--- src/rtl/vbdf_pkg.sv ---
// shared constants, types and constant-table functions for the brick distance compare
// used by every module of the block; depends on nothing
`default_nettype none

package vbdf_pkg;

    localparam int FRAC_BITS_DEF = 16;
    localparam int CELLS         = 64;
    localparam int LANES         = 16;
    localparam int PHASES        = CELLS / LANES;
    localparam int PHASE_W       = $clog2(PHASES);
    localparam int LANE_W        = $clog2(LANES);
    localparam int CELL_W        = $clog2(CELLS);
    localparam int D2_N          = 28;
    localparam int D2_W          = 5;
    localparam int TAB_W         = 27;
    localparam int OUT_W         = 22;
    localparam int ST_W          = 2;
    localparam logic [OUT_W-1:0] OUT_MAX = {OUT_W{1'b1}};
    localparam int FIFO_DEPTH    = 16;
    localparam int FIFO_AW       = $clog2(FIFO_DEPTH);

    typedef enum logic [ST_W-1:0] {
        ST_VALID = 2'd0,
        ST_INF   = 2'd1,
        ST_UNDEF = 2'd2
    } status_t;

    typedef struct packed {
        logic    valid;
        logic    first;
        logic    last;
        status_t status;
    } ctl_t;

    // squared euclidean distance between two morton-coded cells
    function automatic logic [D2_W-1:0] dist2(input logic [CELL_W-1:0] c,
                                              input logic [CELL_W-1:0] o);
        logic [1:0] cx, cy, cz, ox, oy, oz, dx, dy, dz;
        cx = {c[3], c[0]};
        cy = {c[4], c[1]};
        cz = {c[5], c[2]};
        ox = {o[3], o[0]};
        oy = {o[4], o[1]};
        oz = {o[5], o[2]};
        dx = (cx >= ox) ? cx - ox : ox - cx;
        dy = (cy >= oy) ? cy - oy : oy - cy;
        dz = (cz >= oz) ? cz - oz : oz - cz;
        return D2_W'(dx) * D2_W'(dx) + D2_W'(dy) * D2_W'(dy) + D2_W'(dz) * D2_W'(dz);
    endfunction

    // floor(sqrt(s)) with frac fractional bits, for every squared distance s
    function automatic logic [D2_N-1:0][TAB_W-1:0] sqrt_table(input int frac);
        logic [D2_N-1:0][TAB_W-1:0] tab;
        longint unsigned v, r, t;
        for (int s = 0; s < D2_N; s++)
        begin
            v = longint'(s) << (2 * frac);
            r = 0;
            for (int b = 29; b >= 0; b--)
            begin
                t = r | (64'd1 << b);
                if (t * t <= v)
                begin
                    r = t;
                end
            end
            tab[s] = TAB_W'(r);
        end
        return tab;
    endfunction

endpackage

`default_nettype wire

--- src/rtl/vbdf_sqrt.sv ---
// pipelined integer square root, one result bit per stage
// uses vbdf_pkg for the control struct carried beside the data
`default_nettype none

module vbdf_sqrt #(
    parameter int FRAC_BITS = vbdf_pkg::FRAC_BITS_DEF
) (
    input  wire logic                           clk,
    input  wire logic                           rst_n,
    input  wire logic [2*(FRAC_BITS+6)-1:0]     rad,
    input  wire vbdf_pkg::ctl_t                 ctl_in,
    output logic      [FRAC_BITS+5:0]           root,
    output vbdf_pkg::ctl_t                      ctl_out
);

    localparam int RW   = FRAC_BITS + 6;
    localparam int SW   = 2 * RW;
    localparam int REMW = RW + 3;

    logic [REMW-1:0] rem_reg  [RW];
    logic [RW-1:0]   root_reg [RW];
    logic [SW-1:0]   rad_reg  [RW];
    vbdf_pkg::ctl_t  ctl_reg  [RW];

    for (genvar i = 0; i < RW; i++)
    begin : g_stage
        logic [REMW-1:0] rem_prev, rem_sh, test;
        logic [RW-1:0]   root_prev;
        logic [SW-1:0]   rad_prev;
        vbdf_pkg::ctl_t  ctl_prev;
        logic            ge;

        if (i == 0)
        begin : g_first
            assign rem_prev  = '0;
            assign root_prev = '0;
            assign rad_prev  = rad;
            assign ctl_prev  = ctl_in;
        end
        else
        begin : g_next
            assign rem_prev  = rem_reg[i-1];
            assign root_prev = root_reg[i-1];
            assign rad_prev  = rad_reg[i-1];
            assign ctl_prev  = ctl_reg[i-1];
        end

        assign rem_sh = {rem_prev[RW:0], rad_prev[SW-1 -: 2]};
        assign test   = {1'b0, root_prev, 2'b01};
        assign ge     = rem_sh >= test;

        always_ff @(posedge clk)
        begin
            rem_reg[i]  <= ge ? rem_sh - test : rem_sh;
            root_reg[i] <= {root_prev[RW-2:0], ge};
            rad_reg[i]  <= {rad_prev[SW-3:0], 2'b00};
        end

        always_ff @(posedge clk or negedge rst_n)
        begin
            if (!rst_n)
            begin
                ctl_reg[i] <= '0;
            end
            else
            begin
                ctl_reg[i] <= ctl_prev;
            end
        end
    end

    assign root    = root_reg[RW-1];
    assign ctl_out = ctl_reg[RW-1];

endmodule

`default_nettype wire
--- config.mk ---
export PLATFORM = sky130hd
export DESIGN_NAME = vbdf_sqrt
export DESIGN_NICKNAME = d
export VERILOG_FILES = /design/src/rtl/vbdf_pkg.sv /design/src/rtl/vbdf_sqrt.sv
export SDC_FILE = /design/constraint.sdc
export NUM_CORES = 2
export LEC_CHECK = 0
export ABC_CLOCK_PERIOD_IN_PS = 8400
export BUFFER_PORTS_ARGS = -buffer_cell sky130_fd_sc_hd__clkbuf_2
export CAP_MARGIN = 20
export CELL_PAD_IN_SITES_DETAIL_PLACEMENT = 1
export CELL_PAD_IN_SITES_GLOBAL_PLACEMENT = 1
export CORE_MARGIN = 5
export CORE_UTILIZATION = 45
export CTS_BUF_LIST = sky130_fd_sc_hd__clkbuf_2
export DETAILED_ROUTE_END_ITERATION = 10
export GPL_TIMING_DRIVEN = 0
export PLACE_DENSITY_LB_ADDON = 0.1
export REMOVE_ABC_BUFFERS = 1
export SYNTH_ARGS = -nofsm -noshare
export SYNTH_HDL_FRONTEND = slang
export SYNTH_SLANG_ARGS = --single-unit
--- constraint.sdc ---
create_clock -name clk -period 8.4 [get_ports clk]
set_clock_uncertainty 0.1 [all_clocks]
set_input_delay 0.84 -clock clk [delete_from_list [all_inputs] [get_ports clk]]
set_output_delay 0.84 -clock clk [all_outputs]
set_load 0.05 [all_outputs]
==> Yosys cells after proc, flatten, opt, wreduce, memory -nomap -nowiden <==
Memory sizes are Yosys's and may differ from the RTL's.
Index checks and enable logic that the tools add are counted.
{ "totals": {"out_inout_bits": 27, "ff_bits": 110, "ramBits": 1958, "memories": 3, "input_bits": 51} }
{ "op_classes": {"n_mux": 22, "addsub": 22, "n_lt_le_gt_ge": 22} }
{ "memory_table": {"columns": ["name", "depth", "word_bits", "rd", "rd_clocked_by_memory_dff", "write_ports", "line", "source"], "rows": [
  ["rad_reg", 22, 42, 21, 0, 22, "vbdf_sqrt.sv:22", "logic [SW-1:0] rad_reg [RW];"],
  ["rem_reg", 22, 25, 21, 0, 22, "vbdf_sqrt.sv:20", "logic [REMW-1:0] rem_reg [RW];"],
  ["root_reg", 22, 22, 22, 0, 22, "vbdf_sqrt.sv:21", "logic [RW-1:0] root_reg [RW];"]
]} }
{ "ops": {"columns": ["op", "n"], "rows": [
  ["25-bit two-way mux", 22],
  ["25-bit by 24-bit greater-or-equal comparator with 1-bit output", 21],
  ["25-bit by 24-bit subtractor with 25-bit output", 21],
  ["2-bit by 1-bit subtractor with 3-bit output, second input constant", 1],
  ["2-bit by 1-bit greater-or-equal comparator with 1-bit output, second input constant", 1]
]} }

==> Logic depth before layout (Yosys ltp) <==
An unclocked memory read counts as a cell.
{ "depth": {"ltp_word": 3, "mapped_depth": 13, "mapped_depth_nobuf": 11} }

==> Worst setup path after synthesis <==
Ideal clock, no wire load.
{ "synth_timing": {"path_kind": "reg-to-reg", "startpoint": "memory rem_reg[0][85] (netlist bit)", "endpoint": "memory rem_reg[0][114] (netlist bit)", "required_time_ns": 8.166, "setup_slack_ns": 5.199, "path_stages_with_launch": 9, "synth_period_minus_slack_ns": 3.201, "path_buffers": 0, "arrival_ns": 2.967, "cell_sequence": "dfxtp_1 > or4_1 > or4_4 > or4b_4 > or4_4 > nor4_4 > nand3b_2 > nor4_1 > xor2_1"} }
{ "synth_lines": {"columns": ["element", "line"], "rows": [
  ["from (decl)", "vbdf_sqrt.sv:20"]
]} }

==> reports/metrics.cfg <==
[timing]
finalSetupTns_ns = 0
relSlewSlack_pct = 33.3
tightest_slew_ns = 0.993
timing.final.ws_setup_ns = 4.46
setup_viol = 0
rsz0062_at_grt = false
drv_slew = 0
fmax_ghz = 0.254
fin_crit_sh_pct = 46.9
post-route-min-period_ns = 3.94
hold_violations = 0

[floorplan]
die-area_um2 = 107000
die_width_um = 326
core_area_um2 = 99700
start_util_pct = 45.2
die_h_um = 326
rows = 116
ios = 78

[global_route]
grt_use_total_pct = 17.5
antenna_found_initial = 3
grt_pass1_wl_um = 156000
grt_pass1_vias = 32600
grt_overflow_total = 0
grt_max_degree = 64

[min_path]
hold_path.class = register to register

[place]
port_buffers = 77
routabilityCongestion = 0.840
dpl.cell_count = 5571
pre_cts_slack_ns = 4.54
place_hpwl_um = 67100

[finish]
fin_nets = 5039
layout_common_cells = dfxtp_1, clkbuf_2, inv_1, nand2_1, ha_1
drive_gt1_share_pct = 13.2
largest_reg_flops = 462
syn_to_final_growth_pct = 12.9
fin_cells = 6221
final_common_cell = dfxtp_1
fillers = 11200

[setup_path]
worstSetupPathType = register to register
cp-start-kind = register
cp_max_fo = 13
end_kind = register
required_ns = 9.62
arrival_ns = 5.16

[clock_network]
numClockSinks = 1280
h-tree-depth = 5
cts_made_buffers = 331
clockRootBuffer = clkbuf_2
clockBufferDepth = 4
clkLatencyLatePin_ns = 1.53
cts_tree = done
path_clk_slew_ns = 0.11

[run]
drv_cap = 0

[synthesis]
synth_cell_types = 82
synth_top_area_cell = dfxtp_1
synth_area_um2 = 45000
ys.warnings.count = 0
synth.area.top_cells = dfxtp_1, ha_1, dfrtp_1
async_flop_share_pct = 8.59
synth_edf_count = 0
synth_top_area_share_pct = 52.0
avgSynthCellArea_um2 = 10.6
synthFlopType = dfxtp_1
synth.ff_latch_count = 1280
synthCells = 4257
yosysSeqAreaShare_pct = 58.1

[drt]
top_layer = met4
wl_met2_um = 45800
dr_wl_met3_um = 2750
drc = 0
vias_per_cell = 4.91
via_count = 30500
ant_nets = 0
dr.pass1.iters = 5
finalWirelength_um = 93300
wire_per_inst_um = 15.0
drtIter0Drc = 924
m1WireLength_um = 41200

[pwr]
peakVddDrop_uv = 142
power.leakage_nw = 24.4
pwr_density_cell_nw_per_um2 = 277
total_power_mw = 14.1

[run_status]
status = completed

path summary, 6_finish.rpt:
path,startpoint,to,slack [ns],cells after the start
setup / recovery,rem_reg[0][85],rem_reg[0][114],4.46,8
hold / removal,rad_reg[0][21],rad_reg[1][23],0.10,0
setup reg to reg,rem_reg[0][85],rem_reg[0][114],4.46,8
hold reg to reg,rad_reg[0][21],rad_reg[1][23],0.10,0
max in group asynchronous,rst_n,ctl_reg[35],7.45,4
min in group asynchronous,rst_n,ctl_reg[100],0.36,4
cell type report:
class	instances	area [um^2]	share of cell area [%]
Antenna cell	11	27.5	0.0541
Clock inverter	78	395	0.778
Clock buffer	455	2280	4.48
Sequential cell	1280	26200	51.5
Tap cell	1298	1620	3.19
Multi-Input combinational cell	2554	17300	34.1
Inverter	349	1310	2.58
Timing Repair Buffer	196	1720	3.37
critical path: stages (launching register included):
cell	delay, ns
dfxtp_1	0.37
or4_1	0.61
or4_4	0.47
or4b_4	0.53
or4_4	0.52
nor4_4	0.59
nand3b_2	0.32
nor4_1	0.08
xor2_1	0.15
timing repair:
item	4_1_cts	5_1_grt
endpoints found under the hold margin	160	0
gates resized for setup	0	0
buffers inserted	0	0
hold buffers	102	0
cell usage after synthesis, drive strengths merged, types with 36 or more instances:
library cell	count
xnor2	167
nand3	64
xor2	187
dfrtp	110
a21o	80
o21a	48
nor4	56
nor2b	36
dfxtp	1170
or3	43
inv	349
o21ai	252
a21oi	204
nor2	216
nand4	41
nand2b	54
clkbuf	66
ha	276
nor3	113
nand2	338
stage by stage:
stage                     hold slack, ns  area [um^2]  util (%)
final                              0.103        50900      51.0
after global routing               0.101        50800      51.0
after CTS                         0.0894        50700      50.9
after detailed placement           0.213        47000      47.2
after global placement             0.210        46800      46.9
after floorplan                    0.210        44800         -
power breakdown:
| group | internal [mW] | total (mW) | switching (mW) |
|---|---|---|---|
| logic | 1.14 | 2.53 | 1.39 |
| registers | 7.03 | 7.69 | 0.655 |
| clock network | 1.54 | 3.84 | 2.31 |
| total | 9.71 | 14.1 | 4.35 |
metal layers:
layer / track usage (%) / up-vias
li1: - / 15500
met1: 20.5 / 14300
met2: 30.7 / 437
met3: 3.62 / 234
met4: 8.72 / 0
met5: 0 / -
logic make-up after synthesis:
group | synth area share [%]
flip-flops | 58.1
AND/OR/NAND/NOR | 11.8
AO/OA/AOI/OAI | 11.2
buffers and inverters | 3.57
XOR/XNOR | 6.88
adder cells (fa/ha/maj) | 7.67
multiplexers | 0.783
other | 0.00832
Power figures use the tool's default switching activity.
