==> config.mk <==
export PLATFORM = sky130hd
export DESIGN_NAME = vbdf_merge
export DESIGN_NICKNAME = d
export VERILOG_FILES = /design/src/rtl/vbdf_pkg.sv /design/src/rtl/vbdf_merge.sv
export SDC_FILE = /design/constraint.sdc
export NUM_CORES = 1
export LEC_CHECK = 0
export BUFFER_PORTS_ARGS = -buffer_cell sky130_fd_sc_hd__buf_4
export CORE_ASPECT_RATIO = 1.4
export CORE_MARGIN = 2
export CORE_UTILIZATION = 25
export DETAILED_ROUTE_END_ITERATION = 10
export PLACE_DENSITY_LB_ADDON = 0.1
export SETUP_SLACK_MARGIN = 0.1
export SLEW_MARGIN = 10
export SYNTH_ARGS = -nofsm -noshare
export SYNTH_HDL_FRONTEND = slang
export SYNTH_SLANG_ARGS = --single-unit
==> constraint.sdc <==
create_clock -name clk -period 4.47 [get_ports clk]
set_input_delay 0.2235 -clock clk [delete_from_list [all_inputs] [get_ports clk]]
set_output_delay 0.2235 -clock clk [all_outputs]
set_load 0.05 [all_outputs]
==> src/rtl/vbdf_pkg.sv <==
// shared constants, types and constant-table functions for the brick distance compare
// used by every module of the block; depends on nothing
`default_nettype none

package vbdf_pkg;

    localparam int FRAC_BITS_DEF = 16;
    localparam int CELLS         = 64;
    localparam int LANES         = 16;
    localparam int PHASES        = CELLS / LANES;
    localparam int PHASE_W       = $clog2(PHASES);
    localparam int LANE_W        = $clog2(LANES);
    localparam int CELL_W        = $clog2(CELLS);
    localparam int D2_N          = 28;
    localparam int D2_W          = 5;
    localparam int TAB_W         = 27;
    localparam int OUT_W         = 22;
    localparam int ST_W          = 2;
    localparam logic [OUT_W-1:0] OUT_MAX = {OUT_W{1'b1}};
    localparam int FIFO_DEPTH    = 16;
    localparam int FIFO_AW       = $clog2(FIFO_DEPTH);

    typedef enum logic [ST_W-1:0] {
        ST_VALID = 2'd0,
        ST_INF   = 2'd1,
        ST_UNDEF = 2'd2
    } status_t;

    typedef struct packed {
        logic    valid;
        logic    first;
        logic    last;
        status_t status;
    } ctl_t;

    // squared euclidean distance between two morton-coded cells
    function automatic logic [D2_W-1:0] dist2(input logic [CELL_W-1:0] c,
                                              input logic [CELL_W-1:0] o);
        logic [1:0] cx, cy, cz, ox, oy, oz, dx, dy, dz;
        cx = {c[3], c[0]};
        cy = {c[4], c[1]};
        cz = {c[5], c[2]};
        ox = {o[3], o[0]};
        oy = {o[4], o[1]};
        oz = {o[5], o[2]};
        dx = (cx >= ox) ? cx - ox : ox - cx;
        dy = (cy >= oy) ? cy - oy : oy - cy;
        dz = (cz >= oz) ? cz - oz : oz - cz;
        return D2_W'(dx) * D2_W'(dx) + D2_W'(dy) * D2_W'(dy) + D2_W'(dz) * D2_W'(dz);
    endfunction

    // floor(sqrt(s)) with frac fractional bits, for every squared distance s
    function automatic logic [D2_N-1:0][TAB_W-1:0] sqrt_table(input int frac);
        logic [D2_N-1:0][TAB_W-1:0] tab;
        longint unsigned v, r, t;
        for (int s = 0; s < D2_N; s++)
        begin
            v = longint'(s) << (2 * frac);
            r = 0;
            for (int b = 29; b >= 0; b--)
            begin
                t = r | (64'd1 << b);
                if (t * t <= v)
                begin
                    r = t;
                end
            end
            tab[s] = TAB_W'(r);
        end
        return tab;
    endfunction

endpackage

`default_nettype wire

==> src/rtl/vbdf_merge.sv <==
// merging stage: adds the lane squares and accumulates the four phases of one brick pair
// uses vbdf_pkg for lane count and the control struct; two register stages
`default_nettype none

module vbdf_merge #(
    parameter int FRAC_BITS = vbdf_pkg::FRAC_BITS_DEF
) (
    input  wire logic                                            clk,
    input  wire logic                                            rst_n,
    input  wire logic [vbdf_pkg::LANES-1:0][2*(FRAC_BITS+3)-1:0] sq,
    input  wire vbdf_pkg::ctl_t                                  ctl_in,
    output logic      [2*(FRAC_BITS+6)-1:0]                      sum,
    output vbdf_pkg::ctl_t                                       ctl_out
);

    localparam int SW   = 2 * (FRAC_BITS + 6);
    localparam int GRPS = vbdf_pkg::LANES / 4;

    logic [GRPS-1:0][SW-1:0] grp_reg;
    logic [SW-1:0]           acc_reg, acc_next, grp_total;
    vbdf_pkg::ctl_t          ctl_a_reg, ctl_b_reg;

    always_comb
    begin
        grp_total = '0;
        for (int g = 0; g < GRPS; g++)
        begin
            grp_total = grp_total + grp_reg[g];
        end
        acc_next = (ctl_a_reg.first ? '0 : acc_reg) + grp_total;
    end

    always_ff @(posedge clk)
    begin
        for (int g = 0; g < GRPS; g++)
        begin
            grp_reg[g] <= SW'(sq[4*g]) + SW'(sq[4*g+1]) + SW'(sq[4*g+2]) + SW'(sq[4*g+3]);
        end
        if (ctl_a_reg.valid)
        begin
            acc_reg <= acc_next;
        end
    end

    always_ff @(posedge clk or negedge rst_n)
    begin
        if (!rst_n)
        begin
            ctl_a_reg <= '0;
            ctl_b_reg <= '0;
        end
        else
        begin
            ctl_a_reg <= ctl_in;
            ctl_b_reg <= ctl_a_reg;
        end
    end

    assign sum     = acc_reg;
    assign ctl_out = '{valid:  ctl_b_reg.valid & ctl_b_reg.last,
                       first:  ctl_b_reg.first,
                       last:   ctl_b_reg.last,
                       status: ctl_b_reg.status};

endmodule

`default_nettype wire

# Word level (Yosys, flattened, before mapping)
# Index checks and enable logic that the tools add are counted.
# classes
addsub	16
div_mod_pow	0
shift	0
reduce_logical	0
magnitude_cmp	0
mux	1
eq_ne	0
n_bitwise	1
n_mul	0
# ops
operator	n
$add 40x38->41	4
$add 39x38->40	4
$add 38x38->39	4
$add 43x41->44	1
$add 44x44->44	1
$mux 44	1
$add 42x41->43	1
$add 41x41->42	1
$and 1x1->1	1
# word_totals
ram_bits	0
rom_bits	0
word_cells	31
n_memories	0
out_inout_bits	49
in_bits	615
latchBits	0
regBits	218

# Longest topological paths before layout
# Gate-level depths: netlist of run 1.
# depth
word_depth	4
ltp_mapped	18
mapped_depth_nobuf	17

# Worst setup path after synthesis of run 1
# OpenSTA, ideal clock, no wires.
# synth_timing
kind	reg-to-reg
from	register grp_reg[1] in the netlist's numbering
to	register acc_reg[37], in the netlist sum[37] (data pin)
path_stages_with_launch	17
t_arrival_ns	4.164
t_required_ns	4.205
setup_time_ns	0.265
slack_ns	0.041
n_path_buf	0
synth_period_minus_slack_ns	4.429
cell_sequence	dfxtp_1 inv_1 fa_1 fa_1 fa_1 inv_1 ha_1 fa_1 a211oi_2 o211ai_1 a31oi_1 a21oi_1 a21oi_1 o21ai_1 a32oi_1 o21ai_0 xor2_1
# synth_between
elab_chain_len	4
# synth_rtl
item	line_no	rtl
start, declared	vbdf_merge.sv:19	logic [GRPS-1:0][SW-1:0] grp_reg;
start signal, assigned by index	vbdf_merge.sv:37	grp_reg[g] <= SW'(sq[4*g]) + SW'(sq[4*g+1]) + SW'(sq[4*g+2]) + SW'(sq[4*g+3]);
$add 41x41->42	vbdf_merge.sv:28	grp_total = grp_total + grp_reg[g];
$add 42x41->43	vbdf_merge.sv:28	
$add 43x41->44	vbdf_merge.sv:28	
$add 44x44->44	vbdf_merge.sv:30	acc_next = (ctl_a_reg.first ? '0 : acc_reg) + grp_total;
net acc_next[37]	vbdf_merge.sv:20	logic [SW-1:0] acc_reg, acc_next, grp_total;
end signal, assigned	vbdf_merge.sv:41	acc_reg <= acc_next;
end, declared	vbdf_merge.sv:20	
# The timed path passes the listed nets, and every way through them passes these cells.
# A chain may end at the register's enable or synchronous reset.

# Worst setup path after layout of run 1
# layout_timing
from	register grp_reg[1] in the netlist's numbering
to	register acc_reg[43], in the netlist sum[43] (data pin)
# Same word-level chain as after synthesis.

==> results.toml, run 1 <==
[worst_setup_path]
crit_path_top_delay_cell = "fa_1"
crit_fanout = 3
worstPathCellList = "inv_2 -> fa_1 -> fa_1 -> fa_1 -> inv_1 -> ha_4 -> fa_2 -> a211oi_2 -> o211ai_1 -> nand3_1 -> o22ai_4 -> a211oi_2 -> buf_4 -> nor4_4 -> o31ai_2 -> xnor2_1 -> nor2b_1"
endpoint_kind = "register"
cp.arrival_ps = 4610
crit_type = "register to register"
start_kind = "register"
crit_family = "adder cells"
cp.required_ps = 4780
max_stage_delay_ps = 550
crit_buf_inv = 3
cp_common_cell = "fa_1"

[route]
drc_errors = 0
drtIter0Drc = 770
antenna_left = 0
wl_um = 90600
vias = 21000
via_per_inst = 4.40
firstDrtPassIters = 5
post_drt_wl_per_cell_um = 19.0

[cts]
clockBufferDepth = 3
worstSkewPairLatency_ps = 590
cts_tree = "built"
clock-sinks = 214
cts_buffers = 31
cts_root_buf = "clkbuf_16"
htree_levels = 1
clk_pin_slew_ps = 60

[worst_hold_path]
hold_class = "input pin to register"

[placement]
pre_cts_ws_ps = -344
hpwlAfterDp_um = 81400
dp.cells = 4692
gp_congestion = 0.845
port_buffers = 663
placed_area_mm2 = 0.0326

[sta]
slew_violations = 0
tightest_slew_ps = 731
hold_violations = 0
worst_slack_ps = 175
rsz0062_at_grt = "true"
fin_crit_sh_pct = 96.1
worst_hold_slack_ps = 32.8
timing.slew.headroom_pct = 51.1
fin_skew_ps = 33.9
finalCriticalPeriod_ps = 4290
max_freq_ghz = 0.233
setup_viol = 0

[synth]
synth.distinct_cells = 73
ys_warn_count = 0
synth_edf_count = 44
syn_inst = 2688
synth_ff_type = "dfxtp_1"
yosysSeqAreaShare_pct = 18.5
synth_nets = 3926
syn_area_mm2 = 0.0257
async_reset_ff_share_pct = 4.67
postSynthAreaPerCell_um2 = 9.58
ys_seq_elements = 214

[cells_and_area]
nets = 4640
syn2layout_area_growth_pct = 32.8
final_common_cell = "buf_4"
fill_cells = 10900
mostFrequentLayoutCells = "buf_4, inv_1, fa_1"
final_layout_size_suffix_gt1_share_pct = 24.7
largest_reg_flops = 160
finalInstanceArea_mm2 = 0.0342
stdcell_count = 4767

[global_routing]
track_usage_pct = 17.2
grt_start_max_net_pins = 45
grt_overflow = 0
first_global_vias = 23400
antenna_found_initial = 1
grt_first_pass_wirelength_um = 136000

[floorplanning]
pin_count = 664
die_y_um = 384
fp.dieArea_mm2 = 0.106
rows = 139
die_w_um = 275
start_util_pct = 25.2
design.core.area_mm2 = 0.102

[outcome]
outcome = "completed"

[run]
cap_violations = 0
==> synth_stat cells, types with 3 or more instances <==
library cell	n	area [um^2]
dfxtp_1	160	3200
xor2_1	64	561
nor2_1	112	420
a211o_1	5	43.8
or2_2	5	31.3
and2_1	9	56.3
a21oi_1	189	946
nand4_1	29	181
a21o_1	126	946
o21ai_0	108	541
a31oi_1	20	125
o21ai_1	6	30.0
a31o_2	4	35.0
o31ai_1	9	67.6
a221oi_1	6	52.6
o21bai_1	17	128
a211oi_1	19	143
o22ai_1	3	18.8
o21a_1	22	165
fa_1	424	8490
a21boi_0	4	30.0
nor2b_1	29	181
edfxtp_1	44	1320
nand3_1	49	245
clkbuf_1	44	165
o2111ai_1	10	87.6
and4_1	3	26.3
nand2_1	111	417
and3_1	23	144
inv_1	546	2050
nand2b_1	62	388
xnor2_1	101	885
dfrtp_1	10	250
nor3_1	29	145
o211ai_1	12	90.1
nor4_1	3	18.8
ha_1	199	2490
or4_1	8	60.1
buf_4	4	30.0
a41oi_1	5	43.8
or3_1	8	50.1
==> worst paths after layout <==
kind                         startpoint      endpoint  slack [ps]  cells past startpoint
setup / recovery             grp_reg[1]       sum[43]         180                     17
hold / removal                  sq[532]  grp_reg[132]          30                      3
setup reg to reg             grp_reg[1]       sum[43]         180                     17
hold reg to reg            ctl_a_reg[1]    ctl_out[1]         360                      0
max in group asynchronous         rst_n  ctl_a_reg[4]        3420                      3
min in group asynchronous         rst_n  ctl_a_reg[2]         690                      3
==> layer usage <==
layer	global-route usage [%]	wire (um)	vias to the layer above	share of wire [%]
met4	3.91	2250	0	2.5
met2	34.0	50400	573	56
met5	0	0	-	0
li1	-	-	10200	-
met1	18.5	32500	10100	36
met3	3.14	5500	72	6.1
==> per-stage QoR <==
step / utilization, % / setup TNS, ps
final: 33.4 / 0
after global routing: 33.4 / -122
after CTS: 33.2 / 0
after detailed placement: 31.9 / -1100
after global placement: 31.9 / -751
after floorplan: - / 0
==> what timing repair did <==
action	CTS	global route
hold buffers	10	0
buffers inserted	5	1
gates resized for setup	34	45
pin swaps	21	20
endpoints found under the hold margin	19	0
setup endpoints to repair	14	18
==> tightest hold or removal path: cells and delay by family <==
family | cells | cell delay [ps]
adder cells (fa/ha/maj) | 2 | 260
buffers and inverters | 1 | 80
==> cell type report <==
| cell class | instances | area [um^2] | area share, % |
|---|---|---|---|
| Timing Repair Buffer | 730 | 5520 | 16.1 |
| Multi-Input combinational cell | 1879 | 19000 | 55.7 |
| Inverter | 546 | 2050 | 5.99 |
| Clock buffer | 45 | 931 | 2.72 |
| Antenna cell | 1 | 2.50 | 0.00732 |
| Sequential cell | 214 | 4780 | 14.0 |
| Tap cell | 1339 | 1680 | 4.90 |
| Clock inverter | 13 | 211 | 0.618 |
==> cell families after synthesis <==
kind of cell | share of synthesized area, %
fa+ha+maj | 42.6
mux | 0.0778
xor+xnor | 5.61
compound gates | 14.8
buf+inv | 8.74
simple gates | 9.58
flops | 18.5
Power of run 1 is not shown: default switching activity piles up to over one toggle a cycle in this logic, so the estimate is an artifact.
==> run 2: changes to the inputs <==
--- a/config.mk
+++ b/config.mk
@@ -5,11 +5,13 @@
 export SDC_FILE = /design/constraint.sdc
 export NUM_CORES = 1
 export LEC_CHECK = 0
+export ABC_AREA = 1
 export BUFFER_PORTS_ARGS = -buffer_cell sky130_fd_sc_hd__buf_4
 export CORE_ASPECT_RATIO = 1.4
 export CORE_MARGIN = 2
 export CORE_UTILIZATION = 25
 export DETAILED_ROUTE_END_ITERATION = 10
+export GPL_TIMING_DRIVEN = 0
 export PLACE_DENSITY_LB_ADDON = 0.1
 export SETUP_SLACK_MARGIN = 0.1
 export SLEW_MARGIN = 10
==> results.toml, run 2 <==
[cells_and_area]
fill_cells = 13300
syn2layout_area_growth_pct = 26.9
mostFrequentLayoutCells = "nand2_1, inv_1, buf_4"
multiInputGateArea_mm2 = 0.0209
final_layout_size_suffix_gt1_share_pct = 16.8
final_common_cell = "nand2_1"
seq_area_mm2 = 0.00478
largest_reg_flops = 160
nets = 6111

[synth]
yosysTopAreaCellShare_pct = 28.4
synth_ff_type = "dfxtp_1"
netlist_top_cells_count = "nand2_1, inv_1, fa_1"
postSynthAreaPerCell_um2 = 7.17
syn_inst = 4170
syn_area_mm2 = 0.0299
async_reset_ff_share_pct = 4.67
yosys.area.top_type = "fa_1"
ys_warn_count = 0
synth_nets = 5408
yosysSeqAreaShare_pct = 16.0
ys_top_cells_by_area = "fa_1, nand2_1, inv_1, dfxtp_1, ha_1"
ys_seq_elements = 214
yosysMostFrequentCell = "nand2_1"
synth_edf_count = 44
synth.distinct_cells = 34

[worst_setup_path]
endpoint_kind = "register"
r2r_slack_ps = 360
worstPathCellList = "inv_1 -> fa_1 -> fa_1 -> fa_1 -> inv_1 -> ha_1 -> fa_1 -> nand2_1 -> nand2_1 -> nand3_1 -> nand2_2 -> nand2_1 -> nand3_2 -> nand2_1 -> nand2_1 -> nand2_1 -> nand2_1"
cp.required_ps = 4800
crit_fanout = 4
startpoint = "grp_reg[89]"
cp_common_cell = "nand2_1"
reg2reg_depth = 17
max_stage_delay_ps = 510
r2r_start = "grp_reg[89]"
crit_type = "register to register"
cp.arrival_ps = 4440
reg2reg_to = "sum[41]"
crit_buf_inv = 2
start_kind = "register"
crit_family = "adder cells"
crit_path_top_delay_cell = "fa_1"

[floorplanning]
die_w_um = 296
fp.dieArea_mm2 = 0.122
design.core.area_mm2 = 0.119
pin_count = 664
die_y_um = 413
rows = 150
start_util_pct = 25.1

[worst_hold_path]
hold_class = "input pin to register"
hold_end = "grp_reg[132]"
min_from = "sq[532]"
holdPathStages = 3

[route]
vias = 26700
post_drt_wl_per_cell_um = 17.0
antenna_left = 0
via_per_inst = 4.11
drtIter0Drc = 1115
firstDrtPassIters = 7
drc_errors = 0
wl_um = 110000

[sta]
finalCriticalPeriod_ps = 4110
hold_violations = 0
tns_ps = 0
timing.slew.headroom_pct = 47.9
fin_skew_ps = 11.6
rsz0062_at_grt = "false"
setup_viol = 0
tightest_slew_ps = 781
fin_crit_sh_pct = 92.0
max_freq_ghz = 0.243
slew_violations = 0

[cts]
cts_resized = 0
htree_levels = 1
cts_setup_buffers = 0
clockBufferDepth = 3
cts_tree = "built"
worstSkewPairLatency_ps = 580
clock-sinks = 214
clk_pin_slew_ps = 60
cts_buffers = 28
cts_root_buf = "clkbuf_16"

[global_routing]
grt_overflow = 0
first_global_vias = 28300
grt_start_max_net_pins = 46
track_usage_pct = 18.1
grt_first_pass_wirelength_um = 164000
antenna_found_initial = 1

[outcome]
outcome = "completed"

[placement]
port_buffers = 663
hpwlAfterDp_um = 102000
gp_congestion = 0.885

[run]
cap_violations = 0
==> run 2: layer usage <==
| layer | GRT usage [%] | part of all wire [%] | vias up |
|---|---|---|---|
| li1 | - | - | 13600 |
| met1 | 21.3 | 41 | 12400 |
| met2 | 34.6 | 53 | 571 |
| met3 | 2.21 | 4.6 | 89 |
| met4 | 3.66 | 2.2 | 0 |
| met5 | 0 | 0 | - |
==> run 2: logic make-up after synthesis <==
logic type	share of synthesized area [%]
AOI/OAI and AO/OA	4.61
xor gates and xnor gates	3.05
adders and majority gates	36.7
buffers and inverters	14.1
DFF	16.0
and+or+nand+nor	25.5
==> run 2: worst max path at each step <==
stage	end	slack [ps]	cells after the start
5_1_grt	sum[41]	160	17
3_5_place_dp	sum[38]	110	15
2_1_floorplan	sum[41]	1050	17
3_3_place_gp	sum[41]	100	16
6_report	sum[41]	360	17
4_1_cts	sum[41]	320	17
==> run 2: worst min-delay path, cell delays in order <==
cell and delay [ps]:
buf_4 80, fa_1 150, ha_1 110
==> run 2: what timing repair did <==
| action | 4_1_cts | 5_1_grt |
|---|---|---|
| hold endpoints to repair | 18 | 0 |
| endpoints found under the setup margin | 5 | 0 |
| hold buffers | 11 | 0 |
==> run 2: area by class of cell <==
type                       count  area share [%]
multi-input combinational   2834            55.1
timing repair buffer         674            13.4
sequential                   214            12.6
inverter                    1114            11.0
tap                         1596            5.26
clock buffer                  45            2.29
clock inverter                 6           0.247
buffer                         7           0.109
antenna                        1         0.00659
==> run 2: through the flow <==
step                area (um^2)  cells  setup WS [ps]  utilization, %  hold WS [ps]
floorplan                 29900   4170           1050               -         -72.1
global placement          36900   6429            102            31.0          56.8
detailed placement        36900   6429            108            31.0          57.8
CTS                       38000   6490            321            31.9          9.11
global route              38000   6491            157            31.9          20.0
finish                    38000   6491            356            31.9          28.9
Power of run 2 is left out for the same reason.
==> run 3: changes to the inputs <==
--- a/config.mk
+++ b/config.mk
@@ -7,6 +7,8 @@
 export LEC_CHECK = 0
 export ABC_AREA = 1
 export BUFFER_PORTS_ARGS = -buffer_cell sky130_fd_sc_hd__buf_4
+export CELL_PAD_IN_SITES_DETAIL_PLACEMENT = 0
+export CELL_PAD_IN_SITES_GLOBAL_PLACEMENT = 2
 export CORE_ASPECT_RATIO = 1.4
 export CORE_MARGIN = 2
 export CORE_UTILIZATION = 25
==> results.toml, run 3 (same netlist as run 2, synthesis figures left out) <==
[sta]
slew_violations = 0
worst_hold_slack_ps = 32.4
max_freq_ghz = 0.250
setup_viol = 0
rsz0062_at_grt = "false"
fin_crit_sh_pct = 89.6
fin_skew_ps = 20.4
hold_violations = 0
timing.slew.headroom_pct = 48.1
finalCriticalPeriod_ps = 4000
tightest_slew_ps = 779

[placement]
hpwlAfterDp_um = 110000
gp_congestion = 0.876
placed_area_mm2 = 0.0369
port_buffers = 663

[floorplanning]
start_util_pct = 25.1
die_w_um = 296
rows = 150
die_y_um = 413
pin_count = 664
design.core.area_mm2 = 0.119
fp.dieArea_mm2 = 0.122

[route]
wl_um = 119000
vias = 26700
drc_errors = 0
post_drt_wl_per_cell_um = 18.3
via_per_inst = 4.10
antenna_left = 0
firstDrtPassIters = 5
drtIter0Drc = 1142

[cells_and_area]
mostFrequentLayoutCells = "nand2_1, inv_1, buf_4"
syn2layout_area_growth_pct = 27.3
antenna_cells = 0
final_common_cell = "nand2_1"
largest_reg_flops = 160
final_layout_size_suffix_gt1_share_pct = 17.1
finalInstanceArea_mm2 = 0.0381
nets = 6116
final_util_pct = 32.0

[global_routing]
antenna_found_initial = 0
grt_first_pass_wirelength_um = 177000
grt_start_max_net_pins = 46
grt_overflow = 0
track_usage_pct = 19.7
first_global_vias = 28600

[cts]
cts_buffers = 31
cts_tree = "built"
cts_setup_buffers = 0
clk_pin_slew_ps = 70
worstSkewPairLatency_ps = 600
htree_levels = 1
clock-sinks = 214
clockBufferDepth = 3
cts_root_buf = "clkbuf_16"

[worst_hold_path]
hold_class = "input pin to register"
holdPathStages = 3
hold_end = "grp_reg[132]"
min_from = "sq[532]"

[worst_setup_path]
crit_fanout = 4
crit_type = "register to register"
worstPathCellList = "inv_1 -> fa_1 -> inv_1 -> fa_1 -> inv_1 -> fa_1 -> inv_1 -> ha_1 -> nand2_1 -> nor2_1 -> nand2_1 -> nor2_1 -> nand2_1 -> nand3_1 -> xor2_1"
r2r_start = "grp_reg[67]"
r2r_slack_ps = 470
reg2reg_to = "sum[27]"
cp.required_ps = 4800
max_stage_delay_ps = 530
crit_path_top_delay_cell = "fa_1"
endpoint_kind = "register"
reg2reg_depth = 15
cp_common_cell = "inv_1"
start_kind = "register"
cp.arrival_ps = 4340

[run]
cap_violations = 0

[outcome]
outcome = "completed"
-- run 3: changes by cell type in the layout (fill, tap and decap cells not counted), sizes merged --
cell         change
diode            -1
dlygate4sd3      +2
clkbuf           -6
clkinv           +6
inv              +5
clkinvlp         +1
-- run 3: how the worst max path moves through the flow --
stage          depth (start not counted)  slack (ps)       to          from
5_1_grt                               15         190  sum[27]   grp_reg[67]
4_1_cts                               13         270  sum[27]  ctl_a_reg[3]
2_1_floorplan                         17        1050  sum[41]    grp_reg[1]
3_3_place_gp                          14        -120  sum[27]  ctl_a_reg[3]
3_5_place_dp                          14        -140  sum[27]  ctl_a_reg[3]
6_report                              15         470  sum[27]   grp_reg[67]
-- run 3: final cells by class --
| cell class | instances | area [um^2] |
|---|---|---|
| inverters | 1114 | 4180 |
| well taps | 1596 | 2000 |
| multi-input cells | 2834 | 20900 |
| plain buffers | 7 | 43.8 |
| clock buffers | 39 | 888 |
| repair buffers | 676 | 5110 |
| fillers | 13500 | 80900 |
| flip-flops and latches | 214 | 4780 |
| clock inverters | 18 | 169 |
-- run 3: metal layers --
layer | vias up | global-route usage, % | routed length [um]
met1 | 12400 | 23.1 | 48500
met2 | 497 | 38.1 | 64000
met3 | 81 | 1.81 | 3990
met4 | 0 | 4.14 | 2590
li1 | 13700 | - | -
met5 | - | 0 | 0
-- run 3: critical path, delay by kind of cell, from the launching register on --
| kind | cells | cell delay [ps] |
|---|---|---|
| adder cells (fa/ha/maj) | 4 | 1900 |
| AND/OR/NAND/NOR | 6 | 1140 |
| flip-flops | 1 | 300 |
| buffers and inverters | 4 | 260 |
| XOR/XNOR | 1 | 130 |
-- run 3: stage by stage --
stage                     worst slack (ps)  std cells  setup TNS (ps)
after floorplan                       1050       4170               0
after global placement                -119       6429            -159
after detailed placement              -136       6429            -263
after CTS                              273       6498               0
after global routing                   194       6498               0
final                                  466       6498               0
-- run 3: timing repair --
action | in CTS | in global routing
pin swaps | 0 | 0
gates resized for setup | 0 | 4
hold endpoints to repair | 20 | 0
endpoints found under the setup margin | 12 | 2
hold buffers | 13 | 0
Power of run 3 is left out for the same reason.
